===== src/sv/rplt_pkg.sv =====
// rplt_pkg: shared types and constants for the rc pulse long-press toggle
// no dependencies; imported by rc_pulse_long_press_toggle_top and its testbench
package rplt_pkg;

    // field and register widths
    localparam int WIDTH_BITS_DEF = 12;
    localparam int TIME_BITS_DEF  = 32;
    localparam int TGT_BITS       = 12;
    localparam int HOLD_BITS      = 16;
    localparam int CFG_DATA_BITS  = 16;
    localparam int CFG_IDX_BITS   = 1;

    // register indexes
    localparam logic [CFG_IDX_BITS-1:0] REG_TARGET_WIDTH = 1'b0;
    localparam logic [CFG_IDX_BITS-1:0] REG_HOLD_TIME    = 1'b1;

    // reset values of the registers
    localparam logic [TGT_BITS-1:0]  TARGET_WIDTH_RST = 12'd1500;
    localparam logic [HOLD_BITS-1:0] HOLD_TIME_RST    = 16'd1000;

    // sampling and tolerance constants
    localparam int SAMPLE_PERIOD_MS = 20;
    localparam int TARGET_TOL       = 50;
    localparam int STABLE_TOL       = 10;

    typedef enum logic [1:0] {
        PH_IDLE    = 2'd0,
        PH_WAIT    = 2'd1,
        PH_HOLD    = 2'd2,
        PH_RELEASE = 2'd3
    } phase_t;

endpackage


===== src/sv/rc_pulse_long_press_toggle_top.sv =====
// rc_pulse_long_press_toggle_top: long-press toggle switch driven by rc pulse widths
// depends on rplt_pkg for widths, register indexes, constants and phase_t
//
//  channel  direction  handshake                       payload
//  in       input      in_valid / in_ready             pulse_width, now_ms
//  out      output     out_valid / out_ready           toggled
//  cfg      input      cfg_we (no wait)                cfg_index, cfg_data
//
// one request per clock while the output is not stalled: input register, one pass of compare logic, result register
// a request is held in the input register, then its result is written to the result register
// a request waits in the input register while a result is stalled at the output
// reset clears all state but the input data registers to idle, switch off, target 1500, hold 1000
module rc_pulse_long_press_toggle_top
    import rplt_pkg::*;
#(
    parameter int WIDTH_BITS = WIDTH_BITS_DEF,
    parameter int TIME_BITS  = TIME_BITS_DEF
)
(
    input  logic                     clk,
    input  logic                     rst_n,
    input  logic                     in_valid,
    output logic                     in_ready,
    input  logic [WIDTH_BITS-1:0]    pulse_width,
    input  logic [TIME_BITS-1:0]     now_ms,
    output logic                     out_valid,
    input  logic                     out_ready,
    output logic                     toggled,
    input  logic                     cfg_we,
    input  logic [CFG_IDX_BITS-1:0]  cfg_index,
    input  logic [CFG_DATA_BITS-1:0] cfg_data
);

    localparam int CMP_BITS = ((WIDTH_BITS > TGT_BITS) ? WIDTH_BITS : TGT_BITS) + 1;
    localparam int TGT_KEEP = (WIDTH_BITS < TGT_BITS) ? WIDTH_BITS : TGT_BITS;
    localparam logic [TGT_BITS-1:0] TGT_MASK = TGT_BITS'((64'd1 << TGT_KEEP) - 64'd1);

    logic [TGT_BITS-1:0]   target_width_reg;
    logic [HOLD_BITS-1:0]  hold_time_reg;

    logic                  in_valid_reg;
    logic [WIDTH_BITS-1:0] pulse_width_reg;
    logic [TIME_BITS-1:0]  now_ms_reg;
    logic                  out_valid_reg;

    logic [TIME_BITS-1:0]  last_sample_reg;
    logic [TIME_BITS-1:0]  last_sample_next;
    logic [WIDTH_BITS-1:0] prev_width_reg;
    logic [WIDTH_BITS-1:0] prev_width_next;
    logic                  in_target_reg;
    logic                  in_target_next;
    phase_t                phase_reg;
    phase_t                phase_next;
    logic [TIME_BITS-1:0]  press_start_reg;
    logic [TIME_BITS-1:0]  press_start_next;
    logic                  switch_state_reg;
    logic                  switch_state_next;

    logic                  advance;
    logic [TIME_BITS-1:0]  sample_age;
    logic [TIME_BITS-1:0]  press_age;
    logic [CMP_BITS-1:0]   w_ext;
    logic [CMP_BITS-1:0]   tgt_ext;
    logic [CMP_BITS-1:0]   prev_ext;
    logic [CMP_BITS-1:0]   tgt_lo;
    logic [CMP_BITS-1:0]   tgt_hi;
    logic [CMP_BITS-1:0]   prev_lo;
    logic [CMP_BITS-1:0]   prev_hi;
    logic                  window_ok;

    assign advance   = in_valid_reg && (!out_valid_reg || out_ready);
    assign in_ready  = !in_valid_reg || advance;
    assign out_valid = out_valid_reg;
    assign toggled   = switch_state_reg;

    // configuration registers
    always_ff @(posedge clk or negedge rst_n)
    begin
        if (!rst_n)
        begin
            target_width_reg <= TARGET_WIDTH_RST & TGT_MASK;
            hold_time_reg    <= HOLD_TIME_RST;
        end
        else if (cfg_we)
        begin
            unique case (cfg_index)
                REG_TARGET_WIDTH: target_width_reg <= cfg_data[TGT_BITS-1:0] & TGT_MASK;
                REG_HOLD_TIME:    hold_time_reg    <= cfg_data[HOLD_BITS-1:0];
                default:          ;
            endcase
        end
    end

    // input register
    always_ff @(posedge clk or negedge rst_n)
    begin
        if (!rst_n)
        begin
            in_valid_reg <= 1'b0;
        end
        else if (in_ready)
        begin
            in_valid_reg <= in_valid;
        end
    end

    always_ff @(posedge clk)
    begin
        if (in_ready && in_valid)
        begin
            pulse_width_reg <= pulse_width;
            now_ms_reg      <= now_ms;
        end
    end

    // sampling window test
    always_comb
    begin
        sample_age = now_ms_reg - last_sample_reg;
        press_age  = now_ms_reg - press_start_reg;
        w_ext      = CMP_BITS'(pulse_width_reg);
        tgt_ext    = CMP_BITS'(target_width_reg);
        prev_ext   = CMP_BITS'(prev_width_reg);
        // lower bounds saturate at zero
        tgt_lo     = (tgt_ext > CMP_BITS'(TARGET_TOL)) ? tgt_ext - CMP_BITS'(TARGET_TOL) : '0;
        tgt_hi     = tgt_ext + CMP_BITS'(TARGET_TOL);
        prev_lo    = (prev_ext > CMP_BITS'(STABLE_TOL)) ? prev_ext - CMP_BITS'(STABLE_TOL) : '0;
        prev_hi    = prev_ext + CMP_BITS'(STABLE_TOL);
        window_ok  = (w_ext >= tgt_lo) && (w_ext <= tgt_hi) &&
                     (w_ext >= prev_lo) && (w_ext <= prev_hi);

        last_sample_next = last_sample_reg;
        prev_width_next  = prev_width_reg;
        in_target_next   = in_target_reg;
        if (sample_age > TIME_BITS'(SAMPLE_PERIOD_MS))
        begin
            last_sample_next = now_ms_reg;
            prev_width_next  = pulse_width_reg;
            in_target_next   = window_ok;
        end
    end

    // phase machine, next state
    always_comb
    begin
        phase_next        = phase_reg;
        press_start_next  = press_start_reg;
        switch_state_next = switch_state_reg;
        unique case (phase_reg)
            PH_IDLE:
            begin
                phase_next = PH_WAIT;
            end
            PH_WAIT:
            begin
                if (in_target_next)
                begin
                    press_start_next = now_ms_reg;
                    phase_next       = PH_HOLD;
                end
            end
            PH_HOLD:
            begin
                if (press_age > TIME_BITS'(hold_time_reg))
                begin
                    if (in_target_next)
                    begin
                        switch_state_next = !switch_state_reg;
                    end
                    phase_next = PH_RELEASE;
                end
            end
            PH_RELEASE:
            begin
                if (!in_target_next)
                begin
                    phase_next = PH_IDLE;
                end
            end
            default:
            begin
                phase_next = PH_IDLE;
            end
        endcase
    end

    // state and result registers
    always_ff @(posedge clk or negedge rst_n)
    begin
        if (!rst_n)
        begin
            last_sample_reg  <= '0;
            prev_width_reg   <= '0;
            in_target_reg    <= 1'b0;
            phase_reg        <= PH_IDLE;
            press_start_reg  <= '0;
            switch_state_reg <= 1'b0;
            out_valid_reg    <= 1'b0;
        end
        else
        begin
            if (advance)
            begin
                last_sample_reg  <= last_sample_next;
                prev_width_reg   <= prev_width_next;
                in_target_reg    <= in_target_next;
                phase_reg        <= phase_next;
                press_start_reg  <= press_start_next;
                switch_state_reg <= switch_state_next;
            end
            if (advance)
            begin
                out_valid_reg <= 1'b1;
            end
            else if (out_ready)
            begin
                out_valid_reg <= 1'b0;
            end
        end
    end

    // checks
    a_state_holds: assert property (@(posedge clk) disable iff (!rst_n)
        !advance |=> $stable(switch_state_reg) && $stable(phase_reg))
        else $error("state changed without a request");

    a_flip_in_hold: assert property (@(posedge clk) disable iff (!rst_n)
        advance && (switch_state_next != switch_state_reg) |->
            (phase_reg == PH_HOLD) && (phase_next == PH_RELEASE))
        else $error("switch flipped outside hold phase");

    a_hold_entry: assert property (@(posedge clk) disable iff (!rst_n)
        advance && (phase_reg == PH_WAIT) && in_target_next |=>
            (phase_reg == PH_HOLD) && (press_start_reg == $past(now_ms_reg)))
        else $error("hold phase not entered with press start time");

    a_empty_takes: assert property (@(posedge clk) disable iff (!rst_n)
        !in_valid_reg |-> in_ready)
        else $error("input stalled with empty input register");

endmodule


===== config.mk =====
export PLATFORM = sky130hd
export DESIGN_NAME = rc_pulse_long_press_toggle_top
export DESIGN_NICKNAME = d
export VERILOG_FILES = /design/src/sv/rplt_pkg.sv /design/src/sv/rc_pulse_long_press_toggle_top.sv
export SDC_FILE = /design/constraint.sdc
export NUM_CORES = 1
export LEC_CHECK = 0
export ABC_AREA = 1
export BUFFER_PORTS_ARGS = -buffer_cell sky130_fd_sc_hd__clkbuf_2
export CELL_PAD_IN_SITES_DETAIL_PLACEMENT = 1
export CELL_PAD_IN_SITES_GLOBAL_PLACEMENT = 1
export CORE_MARGIN = 2
export CORE_UTILIZATION = 45
export DETAILED_ROUTE_END_ITERATION = 6
export PLACE_DENSITY_LB_ADDON = 0.1
export SYNTH_ARGS = -nofsm -noshare
export SYNTH_HDL_FRONTEND = slang
export SYNTH_SLANG_ARGS = --single-unit
export TNS_END_PERCENT = 10

===== constraint.sdc =====
create_clock -name clk -period 4.2 [get_ports clk]
set_input_delay 0.21 -clock clk [delete_from_list [all_inputs] [get_ports clk]]
set_output_delay 0.21 -clock clk [all_outputs]
set_load 0.02 [all_outputs]

==> run metrics, run 1 <==
worst slack at placement 242 ps; crit path from target_width_reg[2]; area growth from synthesis to layout 14.2%; Layout Cells excl Fill 2479; status complete, no violations; ratio of cells with drive above 1 in the final layout 7.98%; Crit. End Element flop; post-synthesis sequential area ratio 31.3%; relative slew slack 32.2%; Worst-Skew Late Latency 450 ps; vias in the first global route 13.6k; M1 GR Usage 38.9%; startpoint types flop; M2 GR Usage 49.4%; Lkg Pwr 8.30 nW; first-pass GRT wire length 69800 um; maximum level of the CTS H-tree 4; Fin Clk Skew 12.5 ps; syn avg cell area 6.67 um2; Setup Buffers After CTS 0; Starting Density 45.6%; hold path startpoint cfg_data[14]; Final Max Tran Viols 0; GPL Wtd Cong 0.891; Post-Syn Nets 2165; Worst Path Required 4570 ps; via count of the routed design 12.9k; Worst-path clk slew 80 ps; maximum clock frequency 254 MHz; Rows 62; max cap viols 0; Ys Warns 0; 1st-iter DRT viols 692; CP Max Fanout 40; WL/cell 17.3 um; clk buf depth 2; Hold Path Cell Cnt 3; initial antenna violation count 1; peak supply drop 0.000379 V; # IOs 69; crit path DAT 4310 ps; CTS sink count 154; post-route setup TNS 0 ps; Die H 175 um; post-layout util 52.1%; Cell Pwr Density 576 nW/um2; final worst slack 256 ps; met3 usage 3.32%; fill count 3823; Final HPWL DP 33000 um; Post-synth EDFFs 44; final hold viol count 0; drc violations 0; DRT Pass-1 Iters 5; Distinct cells, synth 47; nets 2283; I/O Buffers 68; # placed instances 2399; FF+latch count, synth 154; Final Cycle Share 93.9%; CTS Buf Count 17; global route overflow 0; Post-synth ARST share 71.4%; Overall Power 0.00860 W; Setup violations, final 0; Core ar. 28700 um2; mapped cell area 13100 um2; reg2reg start target_width_reg[2]; Hold WC Path Type in -> reg; Mapped Cells 1963; DRT Wirelength 42900 um; Primary FF master, synth dfrtp_1; largest net degree at the start of global routing 51; Die ar. 30500 um2; Setup CP Type reg -> reg; CTS tree done; CTS root buffer clkbuf_16; Tot GR Track Use 28.9%; cells on worst reg2reg path 21; post-route ant nets 0; vias per inst 5.20; die extent in x 175 um; busiest metal layer after global routing met2; worst slew pin tran 1020 ps; post-layout min period 3940 ps
## final timing paths
path / endpoint / slack (ps)
min in group asynchronous: last_sample_reg[28] / 350
max in group asynchronous: hold_time_reg[9] / 2870
worst max-delay path: press_start_reg[28] / 260
worst max register to register: press_start_reg[28] / 260
worst min register to register: press_start_reg[0] / 480
worst min-delay path: hold_time_reg[14] / 5
## power by group
group / total [W] / switching (W) / leakage (nW) / internal [W]
Clock: 0.00161 / 0.000757 / 0.287 / 0.000855
Combinational: 0.00484 / 0.00316 / 6.38 / 0.00168
Sequential: 0.00215 / 0.000253 / 1.63 / 0.00190
## placed cells by master (no fill, tap or decap), drive strengths merged, types with 13 or more instances in the layout
cell,count
nand3,100
nor2,190
nor3,20
nand4,30
edfxtp,44
nand3b,14
ha,134
xor2,34
dlygate4sd3,47
dfrtp,97
a21oi,120
o21ai,82
nand2,646
dfstp,13
inv,383
clkbuf,85
## layer usage
| metal | share of wire [%] | wire length [um] |
|---|---|---|
| met5 | 0 | 0 |
| met4 | 1.7 | 748 |
| met3 | 2.9 | 1230 |
| met2 | 48 | 20700 |
| met1 | 47 | 20300 |
## through the flow
step                      area [um2]  hold WS [ps]
after floorplan                13100         -85.6
after global placement         13900           295
after detailed placement       13900           302
after CTS                      14900          1.73
after global routing           14900          4.60
final                          14900          4.77
## worst max-delay path, cell delays in order, from the launching register on
cell	delay, ps
dfstp_2	560
ha_1	190
a21oi_1	110
nand2_1	80
nand2_1	80
nor3_1	310
xor2_1	250
inv_1	70
ha_1	290
nand2_1	60
inv_1	60
nand3_1	60
o41ai_1	410
nor2_1	160
nor2_1	130
nand2_1	80
nand2_2	110
nand3_4	140
nor2_8	210
buf_12	250
nand2_1	100
o21ai_1	120
## logic make-up after synthesis
group	count (synthesis)	synth area share (%)
adders and majority gates	136	13.1
DFF	154	31.3
AOI/OAI and AO/OA	219	9.03
buffers and inverters	403	12.0
and+or+nand+nor	1010	31.8
xor gates and xnor gates	38	2.54
muxes	3	0.258
## final cells by class
cell class	instances	area [um2]	share of cell area (%)
clock buffer	18	439	2.94
timing repair buffer	125	913	6.11
sequential	154	4090	27.4
inverter	377	1420	9.47
antenna	1	2.50	0.0167
tap	384	480	3.21
clock inverter	14	153	1.02
multi-input combinational	1406	7450	49.9
## repair_timing
| item | CTS | global route |
|---|---|---|
| gates resized for setup | 0 | 4 |
| hold buffers | 47 | 0 |
| endpoints found under the setup margin | 0 | 3 |
| endpoints found under the hold margin | 95 | 0 |
## synth_stat cells, drive strengths merged (2+ instances only)
cell type / count / area, um2
a21o: 4 / 30.0
a21oi: 120 / 604
and2: 3 / 18.8
buf: 15 / 109
clkbuf: 11 / 41.3
dfrtp: 97 / 2430
dfstp: 13 / 342
edfxtp: 44 / 1320
fa: 2 / 40.0
ha: 134 / 1680
inv: 377 / 1420
mux2: 3 / 33.8
nand2: 646 / 2450
nand3: 100 / 513
nand3b: 14 / 105
nand4: 30 / 188
nor2: 190 / 737
nor3: 20 / 105
o21a: 2 / 15.0
o21ai: 82 / 448
o21bai: 5 / 37.5
or2: 3 / 18.8
xnor2: 4 / 35.0
xor2: 34 / 298
Note: power is estimated with default switching activity, not from simulation.
==> run 2: changes to the inputs <==
ABC_AREA = unset   (was 1)
==> run 2 against run 1 <==
Compared with the run above: critical endpoint is now phase_reg[1]; worst setup slack got worse by 680 ps; sequential share of layout area is 0.65 points lower; wire length shrank 9.2%; cell area is 2.4% higher; the run now ends with negative setup slack left; die area fell by 11%; clock-buffer cell count did not move; largest cell class unchanged; global-route usage grew 0.51 points.
==> run metrics, run 2 <==
Setup CP Type reg -> reg; drc violations 0 (unchanged); CTS root buffer clkbuf_16; final hold viol count 0 (unchanged); crit path DAT 4960 ps (+650 ps); DRT Pass-1 Iters 5 (unchanged); area growth from synthesis to layout 31.7%; ant diodes 0 (-1); Die H 165 um (-5.6%); Post-synth ARST share 71.4% (unchanged); Die ar. 27100 um2 (-11%); final worst slack -423 ps (-679 ps); WL/cell 20.5 um (+19%); initial antenna violation count 0 (-1); GPL Wtd Cong 0.935 (+5.0%); largest net degree at the start of global routing 45 (-12%); FF+latch count, synth 154 (unchanged); mapped cell area 11600 um2 (-11%); Worst-path clk slew 80 ps (about the same); first-pass GRT wire length 61600 um (-12%); Rows 58 (-6.5%); ratio of cells with drive above 1 in the final layout 31.3% (+23 points); nets 1759 (-23%); post-route ant nets 0 (unchanged); I/O Buffers 68 (unchanged); die extent in x 165 um (-5.6%); # IOs 69 (unchanged); Max Used Layer met4; Lkg Pwr 7.02 nW (-15%); Mapped Cells 1245 (-37%); hold path startpoint cfg_data[10]; Final Cycle Share 110% (+16 points); DRT Wirelength 39000 um (-9.2%); Placed Area 13800 um2 (-0.41%); most frequent CP cell a21oi_2; Overall Power 0.00720 W (-16%); global route overflow 0 (unchanged); max cap viols 0 (unchanged); DRT met1 WL 16600 um (-18%); post-layout min period 4620 ps (+679 ps); post-route cell area 15300 um2 (+2.4%); commonest non-fill, non-tap cell in the layout buf_4; synth cell count leaders 134 x ha_1, 127 x nand2_1, 97 x dfrtp_1; worst slew pin tran 1180 ps (+162 ps); maximum clock frequency 216 MHz (-15%); Core ar. 25300 um2 (-12%); CTS sink count 154 (unchanged); violated checks negative setup slack; Post-Syn Nets 1447 (-33%); status finished with violations; CP Max Fanout 3 (-93%); vias per inst 5.63 (+8.4%); reg2reg start now_ms_reg[0]; post-route setup TNS -8570 ps (-8570 ps); Setup violations, final 49 (+49); Crit. End Element flop; Synth area leaders dfrtp_1 21%, ha_1 14%, edfxtp_1 11%; share of the synthesized area in the top cell type 20.9% (+2.3 points); crit path from now_ms_reg[0]; Tot GR Track Use 29.4% (+0.51 points); via count of the routed design 10.7k (-17%); startpoint types flop; area leader, netlist dfrtp_1; syn avg cell area 9.33 um2 (+40%); vias in the first global route 11.7k (-14%); maximum level of the CTS H-tree 4 (unchanged); fill count 2931 (-23%); CP cell instances inv_2 > ha_4 > inv_2 > fa_2 > a21oi_2 > o21ai_1 > a21oi_2 > o21ai_2 > nand3_1 > nand2_2 > a21o_1 > a21oi_2 > xnor2_2 > ha_2 > nand4_1 > a2111oi_4 > nor4_2 > o211ai_1 > nor4_1 > o2111ai_1 > a211oi_2 > nand4_1 > or3b_4 > mux2_4; Primary FF master, synth dfrtp_1; Fin Clk Skew 18.4 ps (+5.86 ps); post-synthesis sequential area ratio 35.2% (+3.9 points); CTS Buf Count 17 (unchanged); CP max-delay cell edfxtp_1; Worst-Skew Late Latency 450 ps (about the same); Hold WC Path Type in -> reg; met3 wire length 774 um (-37%); clk buf depth 2 (unchanged); Post-synth EDFFs 44 (unchanged); relative slew slack 21.3% (-11 points); Distinct cells, synth 80 (+70%); Starting Density 46.0% (+0.42 points); footprint of the multi-input gates 7280 um2 (-2.4%); slowest stage delay, CP 410 ps (-150 ps); Worst Path Required 4530 ps (-40 ps); CTS tree done; peak supply drop 0.000229 V (-40%); Sequential Area 4090 um2 (unchanged); Final HPWL DP 27700 um (-16%); RSZ-0062 raised after global routing yes; Final Max Tran Viols 0 (unchanged); 1st-iter DRT viols 549 (-21%); most common cell in the synthesized netlist ha_1; most frequent cells in the layout 212 x buf_4, 129 x ha_1, 121 x nand2_1; met2 wire length 20500 um (-1.0%); Cell Pwr Density 470 nW/um2 (-18%); Ys Warns 0 (unchanged); worst slack at placement -564 ps (-806 ps)
==> run 2: cell types whose count changed in the layout (fill, tap and decap cells not counted), moves of 14 or more <==
cell,change
nand2b_1,+20
inv_1,-276
nor2b_1,+14
buf_4,+203
nand2_1,-513
nand3_1,-72
a21oi_1,-37
xnor2_1,+24
mux2_2,+68
a21o_1,+27
nor2_1,-128
o21ai_0,+18
==> run 2: layer usage <==
metal	GRT usage (%)	up-vias
met4	9.33	0
met2	55.0	184
li1	-	5125
met3	3.44	79
met1	34.9	5317
met5	0	-
==> run 2: repair_timing <==
action	in CTS	in global routing
hold buffers	47	1
gates resized for setup	44	37
endpoints found under the hold margin	70	1
setup buffers	9	3
pin swaps	27	13
endpoints found under the setup margin	80	80
cloned	2	0
==> run 2: cells by family (layout without fill, tap and decap cells) <==
group,after synthesis,count (layout),synth area share (%)
simple gates,340,340,14.2
xor+xnor,70,70,5.28
mux,79,79,7.66
flops,154,154,35.2
fa+ha+maj,136,136,14.8
compound gates,325,325,18.0
buf+inv,141,466,4.83
==> run 2: report_power, final <==
| part | internal (W) | total (W) | switching (W) |
|---|---|---|---|
| Combinational | 0.00168 | 0.00364 | 0.00196 |
| Sequential | 0.00179 | 0.00197 | 0.000176 |
| Clock | 0.000799 | 0.00158 | 0.000785 |
==> run 2: critical path, delay by kind of cell (launching register included) <==
family | cells | cell delay (ps)
multiplexers | 1 | 290
XOR/XNOR | 1 | 140
adder cells (fa/ha/maj) | 3 | 800
AND/OR/NAND/NOR | 7 | 1200
AO/OA/AOI/OAI | 10 | 1530
buffers and inverters | 2 | 140
flip-flops | 1 | 410
==> run 2: cell type report <==
cell class | count | area share (%)
clock buffer | 18 | 2.80
clock inverter | 14 | 0.989
inverter | 96 | 2.35
multi-input combinational | 950 | 47.5
sequential | 154 | 26.7
tap | 330 | 2.70
timing repair buffer | 338 | 16.9
==> run 2: path summary, 6_finish.rpt <==
path | to | slack [ps] | cells past startpoint
worst min register to register | out_valid | 490 | 1
min in group asynchronous | target_width_reg[5] | 260 | 2
worst min-delay path | hold_time_reg[10] | 10 | 2
worst max-delay path | phase_reg[1] | -420 | 24
worst max register to register | phase_reg[1] | -420 | 24
max in group asynchronous | press_start_reg[22] | 2980 | 3
==> run 2: metrics by stage <==
stage / utilization, % / std cells / hold slack (ps)
6_report: 60.6 / 1900 / 13.5
4_1_cts: 60.0 / 1896 / 0.0581
3_3_place_gp: 54.7 / 1806 / 193
5_1_grt: 60.6 / 1900 / 12.1
3_5_place_dp: 54.7 / 1806 / 204
2_1_floorplan: - / 1245 / -85.6
==> run 3: changes to the inputs <==
GPL_TIMING_DRIVEN = 0   (was unset)
TNS_END_PERCENT = 5   (was 10)
==> run 3 against run 2 <==
Compared with the run above: the flow still finishes with violations (negative setup slack); worst hold slack got worse by 3.8 ps; via count fell by 5.6%; die area did not move; register-to-register slack got worse by 150 ps; combinational power fell by 15%; largest cell class unchanged; highest routed layer unchanged.
==> run metrics, run 3 (synthesis gave the netlist of run 2 again) <==
clk buf depth 2 (unchanged); Worst-path clk slew 80 ps (about the same); DRT met1 WL 15500 um (-6.9%); Setup violations, final 78 (+59%); DRT Pass-1 Iters 5 (unchanged); max cap viols 0 (unchanged); WHS 9.70 ps (-3.84 ps); drc violations 0 (unchanged); via count of the routed design 10.1k (-5.6%); Cell Pwr Density 473 nW/um2 (+0.61%); largest net degree at the start of global routing 69 (+53%); startpoint types flop; CTS tree done; final hold viol count 0 (unchanged); worst slew pin tran 690 ps (-488 ps); Die H 165 um (unchanged); vias per inst 5.77 (+2.4%); WL/cell 20.2 um (-1.4%); nets 1610 (-8.5%); area growth from synthesis to layout 21.5%; initial antenna violation count 1 (+1); Worst-Skew Late Latency 440 ps (about the same); worst slack at placement -1130 ps (-571 ps); RSZ-0062 raised after global routing yes; met3 wire length 811 um (+4.8%); relative slew slack 52.8% (+32 points); peak supply drop 0.000279 V (+22%); # placed instances 1645 (-8.9%); CP Max Fanout 3 (unchanged); GPL Wtd Cong 0.901 (-3.6%); DRT Wirelength 35400 um (-9.1%); Final Cycle Share 114% (+3.6 points); vias in the first global route 10.9k (-7.2%); first-pass GRT wire length 57000 um (-7.5%); CTS sink count 154 (unchanged); hold path startpoint cfg_data[3]; post-layout min period 4770 ps (+150 ps); Worst Path Required 4530 ps (about the same); commonest non-fill, non-tap cell in the layout ha_1; reg2reg start now_ms_reg[0]; global route overflow 0 (unchanged); crit path from now_ms_reg[0]; maximum level of the CTS H-tree 4 (unchanged); Rows 58 (unchanged); Max Used Layer met4; die extent in x 165 um (unchanged); R2R Setup Slk -570 ps (-150 ps); status finished with violations; Starting Density 46.0% (unchanged); most frequent cells in the layout 127 x ha_1, 124 x nand2_1, 97 x dfrtp_1; Final Max Tran Viols 0 (unchanged); ratio of cells with drive above 1 in the final layout 21.7% (-9.6 points); met2 wire length 18200 um (-11%); # IOs 69 (unchanged); violated checks negative setup slack; I/O Buffers 68 (unchanged); Layout Cells excl Fill 1751 (-7.8%); Fin Clk Skew 12.9 ps (-5.47 ps); Core ar. 25300 um2 (unchanged); maximum clock frequency 210 MHz (-3.1%); Die ar. 27100 um2 (unchanged); Final HPWL DP 25600 um (-7.5%); CTS Buf Count 17 (unchanged); post-layout util 55.9% (-4.7 points); Tot GR Track Use 27.0% (-2.4 points); CTS root buffer clkbuf_16; Hold WC Path Type in -> reg; Lkg Pwr 6.21 nW (-12%); post-route ant nets 0 (unchanged); 1st-iter DRT viols 539 (-1.8%); crit path DAT 5100 ps (+140 ps); final worst slack -573 ps (-150 ps); Setup CP Type reg -> reg; Crit. End Element flop
[run 3: what timing repair did]
| item | CTS | global route |
|---|---|---|
| cloned | 1 | 0 |
| gates resized for setup | 73 | 7 |
| hold buffers | 50 | 0 |
| buffers inserted | 19 | 10 |
| endpoints found under the setup margin | 80 | 80 |
| pin swaps | 28 | 8 |
| endpoints found under the hold margin | 81 | 0 |
[run 3: worst max-delay path, stage by stage (launching register included)]
cell and delay (ps):
edfxtp_1 430, inv_2 110, ha_4 140, inv_2 40, fa_2 390, a21oi_2 160, o21ai_1 100, a21oi_2 200
o21ai_2 80, nand3_1 100, nand2_2 60, a21o_1 170, a21oi_2 130, xnor2_1 100, ha_2 310, nand4_1 220
nor4_2 320, o211ai_1 180, nor4_1 250, o2111ai_1 220, a211oi_2 250, nand4_1 140, or3b_4 270, mux2_4 290
[run 3: stage by stage]
step / power [W] / setup TNS (ps) / instance area [um2]
floorplan: 0.00404 / -4240 / 11700
global placement: 0.00469 / -49540 / 12400
detailed placement: 0.00480 / -57380 / 12500
CTS: 0.00664 / -21940 / 14000
global route: 0.00714 / -39170 / 14100
finish: 0.00668 / -24480 / 14100
[run 3: final cells by class]
class / count / area (um2)
well taps: 330 / 413
inverters: 96 / 360
plain buffers: 39 / 220
diodes: 1 / 2.50
multi-input cells: 950 / 7290
flip-flops and latches: 154 / 4090
clock buffers: 17 / 425
clock inverters: 14 / 156
repair buffers: 150 / 1150
fillers: 2913 / 11100
[run 3: power by group]
group | switching (W) | internal (W) | total (W)
clock network | 0.000738 | 0.000840 | 0.00158
registers | 0.000200 | 0.00180 | 0.00200
logic | 0.00178 | 0.00132 | 0.00310
total | 0.00272 | 0.00396 | 0.00668
[run 3: per-layer routing]
layer  vias to the layer above  GRT usage [%]
met3                        62           3.14
met2                       174           49.1
met4                         0           9.76
met5                         -              0
met1                      5042           32.9
li1                       4829              -
[run 3: path summary, 6_finish.rpt]
check | depth (start not counted) | to
min | 2 | hold_time_reg[3]
max | 23 | phase_reg[1]
max reg2reg | 23 | phase_reg[1]
max in group asynchronous | 3 | press_start_reg[24]
min in group asynchronous | 2 | hold_time_reg[11]
min reg2reg | 1 | out_valid
